**src/rtl/bir_pkg.sv**
```systemverilog
package bir_pkg;

    // Field widths fixed by the stream format.
    localparam int POS_W      = 9;
    localparam int CHAN_W     = 8;
    localparam int NUM_CHAN   = 3;
    localparam int PIXEL_W    = NUM_CHAN * CHAN_W;
    localparam int SIZE_W     = 10;
    localparam int COUNT_W    = 2;
    localparam int SCALE_W    = 25;
    localparam int SCALE_FRAC = 16;
    localparam int PROD_W     = SCALE_W + POS_W;
    localparam int CFG_IDX_W  = 3;
    localparam int S_TDATA_W  = 48;
    localparam int M_TDATA_W  = 24;

    // Configuration register indexes.
    localparam logic [CFG_IDX_W-1:0] REG_SRC_WIDTH     = 3'd0;
    localparam logic [CFG_IDX_W-1:0] REG_SRC_HEIGHT    = 3'd1;
    localparam logic [CFG_IDX_W-1:0] REG_CHANNEL_COUNT = 3'd2;
    localparam logic [CFG_IDX_W-1:0] REG_SCALE_X       = 3'd3;
    localparam logic [CFG_IDX_W-1:0] REG_SCALE_Y       = 3'd4;

    // Request kinds carried in s_tuser.
    localparam logic CMD_LOAD    = 1'b0;
    localparam logic CMD_COMPUTE = 1'b1;

    // Neighbourhood slots, in the order the frame store is read.
    localparam logic [1:0] SLOT_P00 = 2'd0;
    localparam logic [1:0] SLOT_P10 = 2'd1;
    localparam logic [1:0] SLOT_P01 = 2'd2;
    localparam logic [1:0] SLOT_P11 = 2'd3;

    localparam logic [CHAN_W-1:0] BYTE_MAX = 8'd255;

    typedef struct packed {
        logic [SIZE_W-1:0]  src_width;
        logic [SIZE_W-1:0]  src_height;
        logic [COUNT_W-1:0] channel_count;
        logic [SCALE_W-1:0] scale_x;
        logic [SCALE_W-1:0] scale_y;
    } cfg_t;

    typedef struct packed {
        logic       issue;
        logic [1:0] slot;
    } rd_tag_t;

    typedef struct packed {
        logic load_a;
        logic load_b;
    } lane_ctl_t;

endpackage

```
**src/rtl/bir_lane.sv**
```systemverilog
module bir_lane #(
    parameter int WF = 16
) (
    input  logic                          aclk,
    input  bir_pkg::lane_ctl_t            ctl,
    input  logic [bir_pkg::CHAN_W-1:0]    p00,
    input  logic [bir_pkg::CHAN_W-1:0]    p10,
    input  logic [bir_pkg::CHAN_W-1:0]    p01,
    input  logic [bir_pkg::CHAN_W-1:0]    p11,
    input  logic [WF-1:0]                 wx,
    input  logic [WF-1:0]                 wy,
    output logic signed [2*WF+10:0]       acc
);
    import bir_pkg::*;

    localparam int TW = WF + 10;
    localparam int MW = 2 * WF + 11;
    localparam logic signed [MW-1:0] HALF = MW'(1) <<< (2 * WF - 1);

    logic signed [CHAN_W:0] d_top, d_bot;
    logic signed [WF:0]     wx_s, wy_s;
    logic signed [TW-1:0]   prod_top, prod_bot;
    logic signed [TW-1:0]   top_next, bot_next;
    logic signed [TW-1:0]   top_reg, bot_reg;
    logic [WF-1:0]          wy_a_reg;
    logic signed [TW-1:0]   d_vert;
    logic signed [MW-1:0]   prod_vert;
    logic signed [MW-1:0]   top_ext;
    logic signed [MW-1:0]   acc_next, acc_reg;

    // Horizontal blend of the upper and lower row pairs.
    assign d_top    = $signed({1'b0, p10}) - $signed({1'b0, p00});
    assign d_bot    = $signed({1'b0, p11}) - $signed({1'b0, p01});
    assign wx_s     = $signed({1'b0, wx});
    assign prod_top = TW'(wx_s) * TW'(d_top);
    assign prod_bot = TW'(wx_s) * TW'(d_bot);
    assign top_next = $signed({2'b00, p00, {WF{1'b0}}}) + prod_top;
    assign bot_next = $signed({2'b00, p01, {WF{1'b0}}}) + prod_bot;

    // Vertical blend with the rounding half folded in.
    assign d_vert    = bot_reg - top_reg;
    assign wy_s      = $signed({1'b0, wy_a_reg});
    assign prod_vert = MW'(wy_s) * MW'(d_vert);
    assign top_ext   = MW'(top_reg);
    assign acc_next  = prod_vert + (top_ext <<< WF) + HALF;

    always_ff @(posedge aclk) begin
        if (ctl.load_a) begin
            top_reg  <= top_next;
            bot_reg  <= bot_next;
            wy_a_reg <= wy;
        end
        if (ctl.load_b) begin
            acc_reg <= acc_next;
        end
    end

    assign acc = acc_reg;

endmodule

```
**config.mk**
```make
export PLATFORM = sky130hd
export DESIGN_NAME = bir_lane
export DESIGN_NICKNAME = d
export VERILOG_FILES = /design/src/rtl/bir_pkg.sv /design/src/rtl/bir_lane.sv
export SDC_FILE = /design/constraint.sdc
export NUM_CORES = 2
export LEC_CHECK = 0
export ABC_AREA = 1
export BUFFER_PORTS_ARGS = -buffer_cell sky130_fd_sc_hd__buf_2
export CORE_UTILIZATION = 40
export DETAILED_ROUTE_END_ITERATION = 8
export GPL_TIMING_DRIVEN = 0
export MAX_ROUTING_LAYER = met4
export SYNTH_ARGS = -nofsm -noshare
export SYNTH_HDL_FRONTEND = slang
export SYNTH_SLANG_ARGS = --single-unit
```
**constraint.sdc**
```tcl
create_clock -name aclk -period 10.68 [get_ports aclk]
set_clock_uncertainty 0.1 [all_clocks]
set_input_delay 2.136 -clock aclk [delete_from_list [all_inputs] [get_ports aclk]]
set_output_delay 2.136 -clock aclk [all_outputs]
set_load 0.03 [all_outputs]
```
==> results by group <==
Run status
  – Result of the run: completed

Clock tree
  – Clock latency on the worst-skew pair: ~0.4 ns
  – Clk Tree Root Cell: sky130_fd_sc_hd__clkbuf_16
  – Number of setup buffers added after CTS: 0
  – Number of levels the H-tree was split into: 3
  – Number of gates given a new drive strength after cts: 0
  – TritonCTS clock tree: yes
  – Number of buffers inserted during clock tree synthesis: 9
  – CTS clock-pin slew for the worst setup and hold paths: ~0.10 ns
  – Largest buffer count on any clock path: 2
  – Clk sinks: 111
  – Hold bufs inserted after CTS: 0

Drt
  – Length of routed met3 wiring: around 5600 microns
  – Total number of vias: roughly 27000
  – Routed met1 length: about 41000 microns
  – Number of design-rule violations left by the first detailed-router iteration: between 1500 and 2000
  – Post-route antenna net violation count: 0
  – Total wirelength of the detailed-routed design: roughly 100000 microns
  – Avg Vias per Cell: 5.06
  – Number of detailed-route iterations in the first pass: 6
  – Uppermost layer routed: met4
  – # DRC: 0
  – Routed met2 length: approximately 48000 microns
  – Post-DR wirelength/cell: between 15 and 20 microns

Global routing
  – Aggregate global routing overflow: 0
  – Antenna violations before repair: 1
  – Total global-route track usage: between 20% and 30%
  – Vias in the first global route: 28100
  – First-pass GRT wire length: ~160000 microns
  – Pin count of the biggest net entering global routing: slightly below 70

Timing
  – Setup total negative slack: 0 ns
  – Unrepaired setup endpoints after global routing: no
  – Final count of pins violating max slew: 0
  – Post-route worst setup slack: approximately 2.1 ns
  – Min Tclk post-route: 8.59 ns
  – Hold Fails Final Rpt: 0
  – Worst-Margin Slew: 1.05 ns
  – Slew margin rel.: roughly 30%
  – Highest Clock Rate: ~0.12 GHz
  – Total of endpoints with negative setup slack in the final report: 0
  – Share of the clock period used by the worst path: between 80% and 90%

Synth
  – Post-synth top flop: sky130_fd_sc_hd__edfxtp_1
  – Count of flip-flops with a built-in enable after synthesis: approximately 110
  – Synth Area in Compound Gates: between 3 and 4%
  – Average instance area after synthesis: between 8 and 9 sq um
  – Combinational family with the most area after synthesis: adder cells
  – Sequential element share of the synthesized area: roughly a tenth
  – Post-synth top area cell: sky130_fd_sc_hd__fa_1
  – Post-synthesis cell count: ~4100
  – Synthesized-area fraction occupied by and/or/nand/nor cells: about a fifth
  – FF+latch count, synth: 111
  – Top post-synthesis cells by area: sky130_fd_sc_hd__fa_1 40%, sky130_fd_sc_hd__ha_1 12%, sky130_fd_sc_hd__inv_1 12%
  – Post-synthesis share of cell area spent on full adders, half adders and majority gates: a little over 50%
  – Mux contribution to synthesized area: 0%
  – Proportion of register bits with asynchronous set or reset after synthesis: 0%
  – Post-synthesis share of cell area spent on xor and xnor gates: 2.07%
  – Syn Std Cell Area: between 30000 and 40000 sq um
  – Post-synthesis cell type count: 43
  – Nets in the synthesized netlist: 5115
  – Share of the synthesized area in the top cell type: roughly 40%
  – Synth warnings: 0

Die
  – Ports: 110
  – Initial Util: 40.4%
  – Total die area: around 84000 sq um
  – Chip width: between 200 and 300 microns
  – Site Rows: approximately 110
  – Floorplan Core Area: around 80000 sq um
  – Y dimension of the die: roughly 290 microns

Placed design
  – Count of input and output buffers: about 110
  – DP Worst Slack: ~1.9 ns
  – Final weighted congestion in routability-driven placement: approximately 0.96
  – Dpl hpwl: between 80000 and 90000 microns
  – Cell area reported after detailed placement: roughly 35000 sq um

Worst setup path
  – Required time at the worst-slack endpoint: 10.73 ns
  – Delay of the slowest cell on the worst path: 0.81 ns
  – Data arrival time at the worst-slack endpoint: a little under 9 ns
  – Critical Path Slowest Stage Cell: sky130_fd_sc_hd__inv_1
  – Top cell by count, worst path: sky130_fd_sc_hd__inv_1
  – Crit Path Category: reg -> reg
  – Crit path capture type: register
  – CP startpoint kind: register
  – Critical Path Fanout Max: 13

Final layout
  – Growth of design area from synthesis to finish: 6.55%
  – Layout cells sized above 1: 5.10%
  – Number of flip-flops in the largest register: 43
  – Final instance area: 35300 sq um
  – Final nets: ~5200

Min path
  – Worst min-delay path category: reg -> reg

Job
  – Max Cap Viol: 0
==> Yosys cell counts (3+ instances only) <==
cell / instances
sky130_fd_sc_hd__inv_1: 1060
sky130_fd_sc_hd__nand2_1: 717
sky130_fd_sc_hd__fa_1: 659
sky130_fd_sc_hd__nor2_1: 461
sky130_fd_sc_hd__ha_1: 320
sky130_fd_sc_hd__nand3_1: 232
sky130_fd_sc_hd__a21oi_1: 118
sky130_fd_sc_hd__edfxtp_1: 111
sky130_fd_sc_hd__clkbuf_1: 68
sky130_fd_sc_hd__o21ai_0: 62
sky130_fd_sc_hd__xor2_1: 49
sky130_fd_sc_hd__nand4_1: 33
sky130_fd_sc_hd__nor2_2: 19
sky130_fd_sc_hd__xnor2_1: 19
sky130_fd_sc_hd__nand2_2: 18
sky130_fd_sc_hd__or2_2: 17
sky130_fd_sc_hd__buf_2: 12
sky130_fd_sc_hd__nor3_1: 11
sky130_fd_sc_hd__o21bai_1: 10
sky130_fd_sc_hd__clkinv_1: 9
sky130_fd_sc_hd__nand3b_1: 7
sky130_fd_sc_hd__a21o_1: 6
sky130_fd_sc_hd__a31oi_1: 5
sky130_fd_sc_hd__nand4_2: 5
sky130_fd_sc_hd__a21boi_0: 4
sky130_fd_sc_hd__inv_2: 4
sky130_fd_sc_hd__a21oi_2: 3
sky130_fd_sc_hd__and3_1: 3
sky130_fd_sc_hd__buf_1: 3
sky130_fd_sc_hd__buf_6: 3
sky130_fd_sc_hd__o211ai_1: 3
sky130_fd_sc_hd__xor2_2: 3
==> worst paths after layout <==
check | from | endpoint | slack (ns) | depth (start not counted)
max | top_reg[12] | acc[40] | 2.09 | 29
min | bot_reg[0] | acc[0] | 0.99 | 3
max reg2reg | top_reg[12] | acc[40] | 2.09 | 29
min reg2reg | bot_reg[0] | acc[0] | 0.99 | 3
==> layout make-up <==
| type | instances | area [sq um] |
|---|---|---|
| well taps | 1070 | 1340 |
| fillers | 8401 | 46800 |
| clock buffers | 9 | 225 |
| inverters | 1073 | 4030 |
| flip-flops and latches | 111 | 3330 |
| multi-input cells | 2798 | 25400 |
| repair buffers | 109 | 548 |
| diodes | 1 | 2.50 |
| clock inverters | 7 | 56.3 |
| plain buffers | 87 | 368 |
==> cell families (layout without fill, tap and decap cells) <==
logic type	count (synthesis)	after routing
adders and majority gates	979	979
DFF	111	111
buffers and inverters	1160	1285
AOI/OAI and AO/OA	216	216
and+or+nand+nor	1530	1530
xor gates and xnor gates	73	73
other	0	1
==> worst max-delay path: cells and delay by family (launching register included) <==
family                   cells  cell delay (ns)
buffers and inverters        8             1.37
AND/OR/NAND/NOR             13             2.36
flip-flops                   1             0.63
adder cells (fa/ha/maj)      8             3.85
==> per-stage QoR <==
| stage | std cells | utilization [%] | hold slack [ns] |
|---|---|---|---|
| after floorplan | 4069 | - | 0.702 |
| after global placement | 5248 | 42.7 | 0.969 |
| after detailed placement | 5248 | 42.7 | 0.968 |
| after CTS | 5264 | 43.0 | 0.964 |
| after global routing | 5265 | 43.0 | 1.03 |
| final | 5265 | 43.0 | 0.991 |
==> cell usage in the layout (no fill, tap or decap), types with 17 or more instances in the layout <==
master	n
sky130_fd_sc_hd__inv_1	1060
sky130_fd_sc_hd__nand2_1	717
sky130_fd_sc_hd__fa_1	659
sky130_fd_sc_hd__nor2_1	461
sky130_fd_sc_hd__ha_1	320
sky130_fd_sc_hd__nand3_1	232
sky130_fd_sc_hd__buf_2	120
sky130_fd_sc_hd__a21oi_1	118
sky130_fd_sc_hd__edfxtp_1	111
sky130_fd_sc_hd__clkbuf_1	68
sky130_fd_sc_hd__o21ai_0	62
sky130_fd_sc_hd__xor2_1	49
sky130_fd_sc_hd__nand4_1	33
sky130_fd_sc_hd__nor2_2	19
sky130_fd_sc_hd__xnor2_1	19
sky130_fd_sc_hd__nand2_2	18
sky130_fd_sc_hd__or2_2	17
==> metal layers <==
layer | vias up | track usage (%)
met2 | 875 | 42.8
li1 | 12400 | -
met5 | - | -
met1 | 13200 | 30.7
met4 | 0 | 9.85
met3 | 187 | 2.65
Power is left out: the tool's default activity adds up to more than one toggle a clock period on the data nets, which glitch-free logic cannot reach.
