[src/rtl/bir_pkg.sv]
package bir_pkg;

    // Field widths fixed by the stream format.
    localparam int POS_W      = 9;
    localparam int CHAN_W     = 8;
    localparam int NUM_CHAN   = 3;
    localparam int PIXEL_W    = NUM_CHAN * CHAN_W;
    localparam int SIZE_W     = 10;
    localparam int COUNT_W    = 2;
    localparam int SCALE_W    = 25;
    localparam int SCALE_FRAC = 16;
    localparam int PROD_W     = SCALE_W + POS_W;
    localparam int CFG_IDX_W  = 3;
    localparam int S_TDATA_W  = 48;
    localparam int M_TDATA_W  = 24;

    // Configuration register indexes.
    localparam logic [CFG_IDX_W-1:0] REG_SRC_WIDTH     = 3'd0;
    localparam logic [CFG_IDX_W-1:0] REG_SRC_HEIGHT    = 3'd1;
    localparam logic [CFG_IDX_W-1:0] REG_CHANNEL_COUNT = 3'd2;
    localparam logic [CFG_IDX_W-1:0] REG_SCALE_X       = 3'd3;
    localparam logic [CFG_IDX_W-1:0] REG_SCALE_Y       = 3'd4;

    // Request kinds carried in s_tuser.
    localparam logic CMD_LOAD    = 1'b0;
    localparam logic CMD_COMPUTE = 1'b1;

    // Neighbourhood slots, in the order the frame store is read.
    localparam logic [1:0] SLOT_P00 = 2'd0;
    localparam logic [1:0] SLOT_P10 = 2'd1;
    localparam logic [1:0] SLOT_P01 = 2'd2;
    localparam logic [1:0] SLOT_P11 = 2'd3;

    localparam logic [CHAN_W-1:0] BYTE_MAX = 8'd255;

    typedef struct packed {
        logic [SIZE_W-1:0]  src_width;
        logic [SIZE_W-1:0]  src_height;
        logic [COUNT_W-1:0] channel_count;
        logic [SCALE_W-1:0] scale_x;
        logic [SCALE_W-1:0] scale_y;
    } cfg_t;

    typedef struct packed {
        logic       issue;
        logic [1:0] slot;
    } rd_tag_t;

    typedef struct packed {
        logic load_a;
        logic load_b;
    } lane_ctl_t;

endpackage

[src/rtl/bir_axis_map.sv]
module bir_axis_map #(
    parameter int MAX_SIZE = 512,
    parameter int WF       = 16
) (
    input  logic [bir_pkg::PROD_W-1:0] prod,
    input  logic [bir_pkg::SIZE_W-1:0] size_cfg,
    output logic [$clog2(MAX_SIZE)-1:0] c0,
    output logic [$clog2(MAX_SIZE)-1:0] c1,
    output logic [WF-1:0]               weight
);
    import bir_pkg::*;

    localparam int CW   = $clog2(MAX_SIZE);
    localparam int IPW  = PROD_W - SCALE_FRAC;
    localparam int SZW  = ($clog2(MAX_SIZE + 1) > SIZE_W) ? $clog2(MAX_SIZE + 1) : SIZE_W;
    localparam int CMPW = (IPW > SZW) ? IPW : SZW;

    logic [SZW-1:0]           size_sat;
    logic [SZW-1:0]           last;
    logic [SZW-1:0]           c0_full;
    logic [SZW-1:0]           c0_inc;
    logic [SZW-1:0]           c1_full;
    logic [IPW-1:0]           ip;
    logic [SCALE_FRAC-1:0]    frac_sel;
    logic [SCALE_FRAC+WF-1:0] frac_wide;

    always_comb begin
        if (size_cfg == '0) begin
            size_sat = SZW'(1);
        end else if (SZW'(size_cfg) > SZW'(MAX_SIZE)) begin
            size_sat = SZW'(MAX_SIZE);
        end else begin
            size_sat = SZW'(size_cfg);
        end
        last = size_sat - SZW'(1);
        ip   = prod[PROD_W-1:SCALE_FRAC];

        // Past the last column or row the corner saturates with zero fraction.
        if (CMPW'(ip) > CMPW'(last)) begin
            c0_full  = last;
            frac_sel = '0;
        end else begin
            c0_full  = SZW'(ip);
            frac_sel = prod[SCALE_FRAC-1:0];
        end
        c0_inc  = c0_full + SZW'(1);
        c1_full = (c0_inc < size_sat) ? c0_inc : last;

        // Rescale the Q16 fraction to the weight format.
        frac_wide = {frac_sel, {WF{1'b0}}};
    end

    assign c0     = c0_full[CW-1:0];
    assign c1     = c1_full[CW-1:0];
    assign weight = frac_wide[SCALE_FRAC+WF-1:SCALE_FRAC];

endmodule

[src/rtl/bir_seq.sv]
module bir_seq #(
    parameter int MAX_WIDTH        = 512,
    parameter int MAX_HEIGHT       = 512,
    parameter int WEIGHT_FRAC_BITS = 16
) (
    input  logic                                   aclk,
    input  logic                                   aresetn,
    input  bir_pkg::cfg_t                          cfg,
    input  logic                                   s_tvalid,
    output logic                                   s_tready,
    input  logic [0:0]                             s_tuser,
    input  logic [bir_pkg::S_TDATA_W-1:0]          s_tdata,
    input  logic                                   gather_free,
    output logic                                   ram_en,
    output logic                                   ram_we,
    output logic [$clog2(MAX_WIDTH*MAX_HEIGHT)-1:0] ram_addr,
    output logic [bir_pkg::PIXEL_W-1:0]            ram_wdata,
    output bir_pkg::rd_tag_t                       rd_tag,
    output logic [WEIGHT_FRAC_BITS-1:0]            wx,
    output logic [WEIGHT_FRAC_BITS-1:0]            wy
);
    import bir_pkg::*;

    localparam int AW  = $clog2(MAX_WIDTH * MAX_HEIGHT);
    localparam int CXW = $clog2(MAX_WIDTH);
    localparam int CYW = $clog2(MAX_HEIGHT);
    localparam int WF  = WEIGHT_FRAC_BITS;

    localparam logic [2:0] ST_IDLE = 3'd0;
    localparam logic [2:0] ST_MAP  = 3'd1;
    localparam logic [2:0] ST_RD0  = 3'd2;
    localparam logic [2:0] ST_RD1  = 3'd3;
    localparam logic [2:0] ST_RD2  = 3'd4;
    localparam logic [2:0] ST_RD3  = 3'd5;

    logic [2:0]        state_reg, state_next;
    logic [PROD_W-1:0] prod_x_reg, prod_x_next;
    logic [PROD_W-1:0] prod_y_reg, prod_y_next;
    logic [CXW-1:0]    x0_reg, x1_reg, map_x0, map_x1;
    logic [CYW-1:0]    y0_reg, y1_reg, map_y0, map_y1;
    logic [WF-1:0]     wx_reg, wy_reg, map_wx, map_wy;
    logic              accept;
    logic              cmd;
    logic              in_range;
    logic [POS_W-1:0]  pos_x, pos_y;
    logic [AW-1:0]     load_addr;

    function automatic logic [AW-1:0] pix_addr(input logic [CXW-1:0] x,
                                               input logic [CYW-1:0] y);
        return AW'(y) * AW'(MAX_WIDTH) + AW'(x);
    endfunction

    assign cmd      = s_tuser[0];
    assign pos_x    = s_tdata[POS_W-1:0];
    assign pos_y    = s_tdata[2*POS_W-1:POS_W];
    assign s_tready = (state_reg == ST_IDLE);
    assign accept   = s_tvalid && s_tready;
    assign in_range = (32'(pos_x) < MAX_WIDTH) && (32'(pos_y) < MAX_HEIGHT);
    assign load_addr = AW'(pos_y) * AW'(MAX_WIDTH) + AW'(pos_x);

    assign prod_x_next = PROD_W'(cfg.scale_x) * PROD_W'(pos_x);
    assign prod_y_next = PROD_W'(cfg.scale_y) * PROD_W'(pos_y);

    bir_axis_map #(.MAX_SIZE(MAX_WIDTH), .WF(WF)) u_map_x (
        .prod     (prod_x_reg),
        .size_cfg (cfg.src_width),
        .c0       (map_x0),
        .c1       (map_x1),
        .weight   (map_wx)
    );

    bir_axis_map #(.MAX_SIZE(MAX_HEIGHT), .WF(WF)) u_map_y (
        .prod     (prod_y_reg),
        .size_cfg (cfg.src_height),
        .c0       (map_y0),
        .c1       (map_y1),
        .weight   (map_wy)
    );

    always_comb begin
        state_next = state_reg;
        unique case (state_reg)
            ST_IDLE: begin
                if (accept && cmd == CMD_COMPUTE) begin
                    state_next = ST_MAP;
                end
            end
            ST_MAP: state_next = ST_RD0;
            ST_RD0: begin
                if (gather_free) begin
                    state_next = ST_RD1;
                end
            end
            ST_RD1: state_next = ST_RD2;
            ST_RD2: state_next = ST_RD3;
            ST_RD3: state_next = ST_IDLE;
            default: state_next = ST_IDLE;
        endcase
    end

    // One frame-store access a cycle: a load write or one neighbour read.
    always_comb begin
        ram_en    = 1'b0;
        ram_we    = 1'b0;
        ram_addr  = load_addr;
        ram_wdata = s_tdata[2*POS_W +: PIXEL_W];
        rd_tag    = '0;
        unique case (state_reg)
            ST_IDLE: begin
                if (accept && cmd == CMD_LOAD && in_range) begin
                    ram_en = 1'b1;
                    ram_we = 1'b1;
                end
            end
            ST_RD0: begin
                if (gather_free) begin
                    ram_en   = 1'b1;
                    ram_addr = pix_addr(x0_reg, y0_reg);
                    rd_tag   = '{issue: 1'b1, slot: SLOT_P00};
                end
            end
            ST_RD1: begin
                ram_en   = 1'b1;
                ram_addr = pix_addr(x1_reg, y0_reg);
                rd_tag   = '{issue: 1'b1, slot: SLOT_P10};
            end
            ST_RD2: begin
                ram_en   = 1'b1;
                ram_addr = pix_addr(x0_reg, y1_reg);
                rd_tag   = '{issue: 1'b1, slot: SLOT_P01};
            end
            ST_RD3: begin
                ram_en   = 1'b1;
                ram_addr = pix_addr(x1_reg, y1_reg);
                rd_tag   = '{issue: 1'b1, slot: SLOT_P11};
            end
            default: ;
        endcase
    end

    always_ff @(posedge aclk) begin
        if (!aresetn) begin
            state_reg <= ST_IDLE;
        end else begin
            state_reg <= state_next;
        end
    end

    always_ff @(posedge aclk) begin
        if (accept && cmd == CMD_COMPUTE) begin
            prod_x_reg <= prod_x_next;
            prod_y_reg <= prod_y_next;
        end
        if (state_reg == ST_MAP) begin
            x0_reg <= map_x0;
            x1_reg <= map_x1;
            y0_reg <= map_y0;
            y1_reg <= map_y1;
            wx_reg <= map_wx;
            wy_reg <= map_wy;
        end
    end

    assign wx = wx_reg;
    assign wy = wy_reg;

endmodule

[config.mk]
export PLATFORM = sky130hd
export DESIGN_NAME = bir_seq
export DESIGN_NICKNAME = d
export VERILOG_FILES = /design/src/rtl/bir_pkg.sv /design/src/rtl/bir_axis_map.sv /design/src/rtl/bir_seq.sv
export SDC_FILE = /design/constraint.sdc
export NUM_CORES = 1
export LEC_CHECK = 0
export BUFFER_PORTS_ARGS = -buffer_cell sky130_fd_sc_hd__buf_2
export CAP_MARGIN = 20
export CORE_ASPECT_RATIO = 0.7
export CORE_MARGIN = 4
export CORE_UTILIZATION = 60
export CTS_CLUSTER_DIAMETER = 50
export DETAILED_ROUTE_END_ITERATION = 7
export GPL_ROUTABILITY_DRIVEN = 0
export HOLD_SLACK_MARGIN = 0.12
export PLACE_DENSITY = 0.79
export SLEW_MARGIN = 20
export SYNTH_ARGS = -nofsm -noshare
export SYNTH_HDL_FRONTEND = slang
export SYNTH_SLANG_ARGS = --single-unit
[constraint.sdc]
create_clock -name aclk -period 9.9 [get_ports aclk]
set_clock_uncertainty 0.05 [all_clocks]
set_input_delay 1.98 -clock aclk [delete_from_list [all_inputs] [get_ports aclk]]
set_output_delay 1.98 -clock aclk [all_outputs]
set_load 0.01 [all_outputs]
==> flow_results.org, run 1 <==
** Outcome
- The flow ran to the end, and the final reports show no timing, DRC or antenna violations.

** Routing
- Wire length on met3 :: 4.82 mm
- The count of nets left with antenna violations once routing finished came out at 0.
- In the detailed route, the total length drawn on met2 is 22.1 mm.
- Detailed-route DRC error count :: 0
- Avg WL per Cell :: 17.6 µm
- Starting DRC count in detailed routing :: 1605
- Aggregate routed wire length :: 49.6 mm
- Met1 wire length :: 21.3 mm
- In this run the top signal layer used is met5.
- DR pass1 iterations :: 7
- Summing over every cut layer, the via total after detailed routing is 16345.
- Dividing the detail-routed via count by the number of cells gives 5.79.

** Pwr
- Combinational group share of total power :: 0.692
- After layout, the design draws a total of 5.48 mW.
- Of the total power, the share spent switching nets is 0.467.
- The share of total power dissipated in sequential elements is 0.199.
- Of the total power, the clock network draws 0.110.
- Leak :: 10.6 nW
- Worst vdd rail ir drop :: 0.166 mV
- The internal power of the cells totals 2.92 mW.
- Sw power :: 2.56 mW
- For this design the ratio of total power to cell area is 243 mW/mm².

** Critical path
- For the worst setup path, the data arrival time is 8840 ps.
- For the worst setup path, the data required time is 10010 ps.
- FF-to-FF setup slack :: 4060 ps
- On the critical path, the stage with the largest delay is an instance of sky130_fd_sc_hd__o21ai_2.
- Peak per-stage delay on the critical path :: 760 ps
- Peak fanout along the critical path :: 25
- The worst setup path is captured at a flop.
- Category of the critical setup timing path :: input pin to flop
- Critical path startpoint category :: input pin
- In this design, the critical path's most frequently occurring cell is sky130_fd_sc_hd__ha_1.

** Clock tree
- Counting along the longest clock path gives a buffer depth of 2.
- The clock net in this run drives a total of 139 sinks.
- Clock transition at the registers of the reported paths :: 60 ps
- Post-CTS setup-driven buffer insertion count :: 0
- Deepest level of the CTS H-tree :: 4
- Clock tree root buffer cell :: sky130_fd_sc_hd__clkbuf_16
- The number of gates resized after CTS was 0.
- Hold buffers post-CTS :: 0
- Number of buffers added by the clock tree synthesis step :: 17
- TritonCTS built the clock tree.
- Insertion delay of the later-clocked pin in the worst-skew pair :: 410 ps

** Finish
- Leaving out fill and tap cells, the most frequent cell in the layout is sky130_fd_sc_hd__nand2_1.
- Fill count :: 2857
- Cell Count, Final, Fillers Out :: 2825
- Relative to the synthesized area, the layout overhead comes to 6.51%.
- Commonest cells after routing, fill and taps aside :: sky130_fd_sc_hd__nand2_1, sky130_fd_sc_hd__inv_1, sky130_fd_sc_hd__fa_1, sky130_fd_sc_hd__and2_1
- NumNets Final :: 2935
- For this run, the share of the core covered by cells in the final layout is 0.649.
- Of the cells placed in the final design, the portion with a size suffix greater than 1 is 0.0936.
- Non-Filler Cell Area, Final :: 0.0226 mm²

** Floorplan
- Count of boundary I/O pins :: 205
- In this run the horizontal extent of the chip is 233 µm.
- Effective utilization at floorplan :: 0.610
- Total die area :: 0.0385 mm²
- Cell Rows :: 57
- In this run the standard cell core region covers 0.0348 mm².
- Measured along the y axis, the die boundary spans 165 µm.

** Synthesis
- The Yosys step of the flow raised 0 warnings.
- The synthesized design contains 139 register bits.
- The most used flip-flop cell after synthesis is sky130_fd_sc_hd__edfxtp_1.
- Count of flip-flops with a built-in enable after synthesis :: 136
- Cell count after synthesis :: 2297
- After synthesis, the share of flip-flops with an asynchronous set or reset is 0.
- The netlist uses 75 different library cells.
- Dividing the synthesized area by the synthesized cell count gives 9.24 µm².
- The share of the Yosys chip area taken by registers is 0.195.
- After synthesis the cells add up to 0.0212 mm².

** Timing
- Minimum setup slack in the final design :: 1180 ps
- Portion of the clock cycle consumed by the worst path in the final layout :: 0.881
- Setup violations remaining at the end of the flow were counted as 0.
- Unrepaired setup endpoints after global routing :: no
- Slew of the pin with the lowest slew margin :: 1120 ps
- The number of hold violations in the final report was 0.
- Worst-case hold slack :: 464 ps
- TNS Setup :: 0 ps
- Final count of pins violating max slew :: 0
- The clock period could shrink to 8720 ps.
- The worst pin sits at a relative slew slack of 0.246.
- Fmax :: 0.115 GHz

** Global route
- Number of global-route vias before repair :: 16694
- Global-route wire length before repair :: 82.2 mm
- The initial antenna violation count was 8.
- Entering global routing, the biggest net connects 67 pins.
- Residual overflow from global routing :: 0
- Across every metal layer, demand over resource in global routing totals 0.265.

** Hold path
- In this run the worst hold path is classified as flop to flop.

** Placement
- Worst setup slack after placement :: 881 ps
- Number of buffer cells added on primary ports :: 148
- Number of instances in the placed design :: 2791
- HPWL Detailed :: 40.0 mm
- Once placement finished, the instance area stood at 0.0220 mm².

** Flow run
- Max-cap violations in this run came to 0.
## cells in the mapped netlist (all sizes together) (6+ instances only)
cell / count / share of area
a21o: 31 / 0.011
clkbuf: 98 / 0.017
nor2b: 28 / 0.0083
o31ai: 7 / 0.0025
o41ai: 6 / 0.0025
nand4: 9 / 0.0027
mux2i: 11 / 0.0052
and4: 6 / 0.0025
nor2: 72 / 0.013
edfxtp: 136 / 0.19
nor3: 26 / 0.0064
ha: 148 / 0.087
o21ai: 62 / 0.015
nor4: 13 / 0.0038
nand2b: 18 / 0.0053
mux2: 8 / 0.0042
nand2: 364 / 0.064
a21boi: 7 / 0.0025
inv: 355 / 0.063
buf: 43 / 0.013
a2111oi: 6 / 0.0025
a222oi: 9 / 0.0042
xnor2: 47 / 0.019
or3: 9 / 0.0027
fa: 324 / 0.31
o211ai: 6 / 0.0021
and3: 15 / 0.0044
and2: 192 / 0.057
a211oi: 11 / 0.0039
nor3b: 8 / 0.0028
a31oi: 7 / 0.0021
a21oi: 77 / 0.019
o21a: 12 / 0.0042
xor2: 32 / 0.013
nand3: 19 / 0.0045
a22oi: 13 / 0.0046
## cells by family after synthesis
family          share of synthesized area
buf+inv                            0.0930
simple gates                        0.185
other cells                      0.000177
fa+ha+maj                           0.394
mux                               0.00944
compound gates                     0.0907
xor+xnor                           0.0326
flops                               0.195
## path summary, 6_finish.rpt
check                           startpoint                  end  depth (start not counted)
hold / removal     prod_y_reg[5]$_DFFE_PP_  wy[5]$_SDFFCE_PN0P_                          1
hold reg to reg    prod_y_reg[5]$_DFFE_PP_  wy[5]$_SDFFCE_PN0P_                          1
setup reg to reg  prod_y_reg[22]$_DFFE_PP_  y1_reg[8]$_DFFE_PP_                         19
setup / recovery                   cfg[57]  y1_reg[8]$_DFFE_PP_                         29
## final cells by class
type | instances | area, µm² | area share
diodes | 2 | 5.00 | 0.000222
clock buffers | 17 | 425 | 0.0188
clock inverters | 15 | 129 | 0.00570
inverters | 357 | 1340 | 0.0593
multi-input cells | 1661 | 15100 | 0.669
flip-flops and latches | 139 | 4140 | 0.183
well taps | 472 | 591 | 0.0261
repair buffers | 162 | 846 | 0.0374
## critical path: cells and delay by family
family / cells / cell delay, ps
AOI/OAI and AO/OA: 13 / 2970
and+or+nand+nor: 6 / 1510
adders and majority gates: 4 / 1250
buffers and inverters: 4 / 590
muxes: 1 / 360
xor gates and xnor gates: 1 / 130
## power by group through the flow
stage,clock network (mW),logic (mW),registers [mW]
finish,0.601,3.79,1.09
global route,0.638,4.32,1.10
floorplan,0,2.93,1.06
global placement,0,3.57,1.09
detailed placement,0,3.73,1.09
CTS,0.609,3.76,1.08
## routing by layer
layer | up-vias | GRT usage
met5 | - | 0
met4 | 12 | 0.0776
met3 | 117 | 0.0672
met2 | 692 | 0.407
met1 | 8091 | 0.377
li1 | 7433 | -
(Power assumes the default switching activity.)
==> run 2, diff against run 1 <==
--- a/config.mk
+++ b/config.mk
@@ -15,6 +15,7 @@
 export GPL_ROUTABILITY_DRIVEN = 0
 export HOLD_SLACK_MARGIN = 0.12
 export PLACE_DENSITY = 0.79
+export REMOVE_ABC_BUFFERS = 1
 export SLEW_MARGIN = 20
 export SYNTH_ARGS = -nofsm -noshare
 export SYNTH_HDL_FRONTEND = slang
==> constraint.sdc (replaced) <==
create_clock -name aclk -period 8.8 [get_ports aclk]
set_clock_uncertainty 0.05 [all_clocks]
set_input_delay 1.76 -clock aclk [delete_from_list [all_inputs] [get_ports aclk]]
set_output_delay 1.76 -clock aclk [all_outputs]
set_load 0.01 [all_outputs]
==> run 2 against run 1 <==
Combinational power increased by 13%; register-to-register slack got worse by 700 ps; wire length rose by 0.88%; clock power rose by 6.2%; design area is 0.50% higher; largest cell class unchanged.
==> flow_results.org, run 2 (synthesized netlist as in run 1, its figures left out) <==
** Finish
- Non-Filler Cell Area, Final :: 0.0227 mm² (+0.50%)
- The ratio of cells with drive above 1 in the final layout came to 0.0996 (+0.00600).
- Cell Count, Final, Fillers Out :: 2843 (+0.64%)
- Leaving out fill and tap cells, the most frequent cell in the layout is sky130_fd_sc_hd__nand2_1.
- Compared with the post-synthesis result, the final layout area differs by 7.04%.
- The count of filler cells inserted in the layout was 2853 (-0.14%).
- The final net count was 2954 (+0.65%).
- Commonest cells after routing, fill and taps aside :: sky130_fd_sc_hd__nand2_1, sky130_fd_sc_hd__inv_1, sky130_fd_sc_hd__fa_1, sky130_fd_sc_hd__and2_1
- The post-route core utilization is 0.652 (+0.00323).

** Clock tree
- The number of buffers added to fix hold violations after cts came to 0 (unchanged).
- The count of buffers added by post-CTS timing repair for setup came to 0 (unchanged).
- Post-cts sizing count :: 0 (unchanged)
- CTS sink count :: 139 (unchanged)
- The clock edge transition at the registers on the reported setup and hold paths is 60 ps (about the same).
- Number of buffers added by the clock tree synthesis step :: 17 (unchanged)
- Clock tree root buffer cell :: sky130_fd_sc_hd__clkbuf_16
- The clock insertion delay at the later pin of the skew report came to 410 ps (about the same).
- TritonCTS built the clock tree.
- Deepest level of the CTS H-tree :: 4 (unchanged)
- The worst-case clock buffer depth was 2 (unchanged).

** Routing
- The count of nets left with antenna violations after detail routing is 0 (unchanged).
- The sum of routed wire length over all layers came to 50.1 mm (+0.88%).
- Starting DRC count in detailed routing :: 1288 (-20%)
- Via count of the routed design :: 16346 (+0.0061%)
- Avg WL per Cell :: 17.6 µm (+0.24%)
- The via count normalized by instance count came to 5.75 (-0.63%).
- The total iterations of the first detailed-routing run was 8 (+1).
- Detailed-route DRC error count :: 0 (unchanged)

** Floorplan
- The number of I/O pins came to 205 (unchanged).
- The x dimension of the die came to 233 µm (unchanged).
- The number of standard-cell rows in the floorplan was 57 (unchanged).
- The die area came to 0.0385 mm² (unchanged).
- Total core area :: 0.0348 mm² (unchanged)
- Floorplan die height :: 165 µm (unchanged)
- Effective utilization at floorplan :: 0.610 (unchanged)

** Placement
- Area after detailed placement :: 0.0222 mm² (+0.65%)
- HPWL Detailed :: 41.0 mm (+2.4%)
- The number of placed instances with taps included was 2810 (+0.68%).
- Number of buffer cells added on primary ports :: 148 (unchanged)
- The worst slack at placement came to 286 ps (-595 ps).

** Timing
- Number of failing hold endpoints at the final stage :: 0 (unchanged)
- Count of endpoints failing setup in the final report :: 0 (unchanged)
- The worst slew margin relative to its limit was 0.389 (+0.142).
- The final-report max-slew violation count is 0 (unchanged).
- Unrepaired setup endpoints after global routing :: no
- Fmax :: 0.122 GHz
- Portion of the clock cycle consumed by the worst path in the final layout :: 0.934
- Final worst path period need :: 8220 ps
- Minimum setup slack in the final design :: 583 ps (-592 ps)
- Slew of the pin with the lowest slew margin :: 913 ps (-211 ps)

** Critical path
- STA classifies the critical path startpoint as an input pin.
- The most numerous cell type found on the critical path is sky130_fd_sc_hd__ha_1.
- Peak per-stage delay on the critical path :: 670 ps (-90 ps)
- Category of the critical setup timing path :: input pin to flop
- FF-to-FF setup slack :: 3360 ps (-700 ps)
- The slowest stage of the critical path is the sky130_fd_sc_hd__nor2_1 cell.
- The data arrival time at the worst-slack endpoint is 8320 ps (-520 ps).
- The endpoint required time on the critical path was 8900 ps (-1110 ps).
- The worst setup path is captured at a flop.
- Peak fanout along the critical path :: 12 (-52%)

** Hold path
- Hold Crit Class :: flop to flop

** Global route
- Overall global routing resource usage :: 0.267 (+0.00152)
- Initial antenna violation count :: 1 (-7)
- Number of global-route vias before repair :: 17023 (+2.0%)
- The remaining global-route overflow is 0 (unchanged).
- Global-route wire length before repair :: 83.1 mm (+1.1%)
- Pin count of the biggest net entering global routing :: 69 (+3.0%)

** Pwr
- The maximum vdd drop came to 0.177 mV (+6.6%).
- Power, Total :: 6.13 mW (+12%)
- The cell leakage power was 10.7 nW (+0.63%).
- Power per cell area :: 270 mW/mm² (+11%)

** Flow run
- Count of maximum capacitance violations :: 0 (unchanged)

** Outcome
- The run finished with clean final reports.
-- run 2: final timing paths --
| path | from | endpoint | depth (start not counted) |
|---|---|---|---|
| min | prod_y_reg[2]$_DFFE_PP_ | wy[2]$_SDFFCE_PN0P_ | 1 |
| max reg2reg | prod_x_reg[19]$_DFFE_PP_ | x1_reg[2]$_DFFE_PP_ | 21 |
| max | cfg[65] | x1_reg[2]$_DFFE_PP_ | 29 |
| min reg2reg | prod_y_reg[2]$_DFFE_PP_ | wy[2]$_SDFFCE_PN0P_ | 1 |
-- run 2: final cells by class --
cell class	instances	area, µm²	share of cell area
Clock inverter	14	97.6	0.00430
Timing Repair Buffer	181	988	0.0435
Tap cell	472	591	0.0260
Multi-Input combinational cell	1661	15100	0.666
Clock buffer	18	429	0.0189
Inverter	357	1340	0.0590
Antenna cell	1	2.50	0.000110
Sequential cell	139	4140	0.182
-- run 2: where the power goes --
| group | total [mW] | switching [mW] | internal, mW |
|---|---|---|---|
| logic | 4.28 | 2.46 | 1.82 |
| clock network | 0.638 | 0.278 | 0.360 |
| registers | 1.22 | 0.105 | 1.11 |
-- run 2: worst max-delay path: cells and delay by family --
| kind | cells | cell delay, ps |
|---|---|---|
| XOR/XNOR | 1 | 130 |
| adder cells (fa/ha/maj) | 4 | 1210 |
| buffers and inverters | 2 | 230 |
| AO/OA/AOI/OAI | 6 | 780 |
| multiplexers | 2 | 680 |
| AND/OR/NAND/NOR | 14 | 3510 |
-- run 2: per-layer routing --
metal / routed length (µm) / up-vias / track usage
li1: - / 7468 / -
met1: 22000 / 8135 / 0.379
met2: 22700 / 651 / 0.421
met3: 4360 / 90 / 0.0576
met4: 979 / 2 / 0.0692
met5: 37 / - / 0.00651
-- run 2: through the flow --
step,TNS (ps),hold slack [ps]
4_1_cts,0,468
3_5_place_dp,0,453
2_1_floorplan,-38.8,447
5_1_grt,0,479
6_report,0,465
3_3_place_gp,0,451
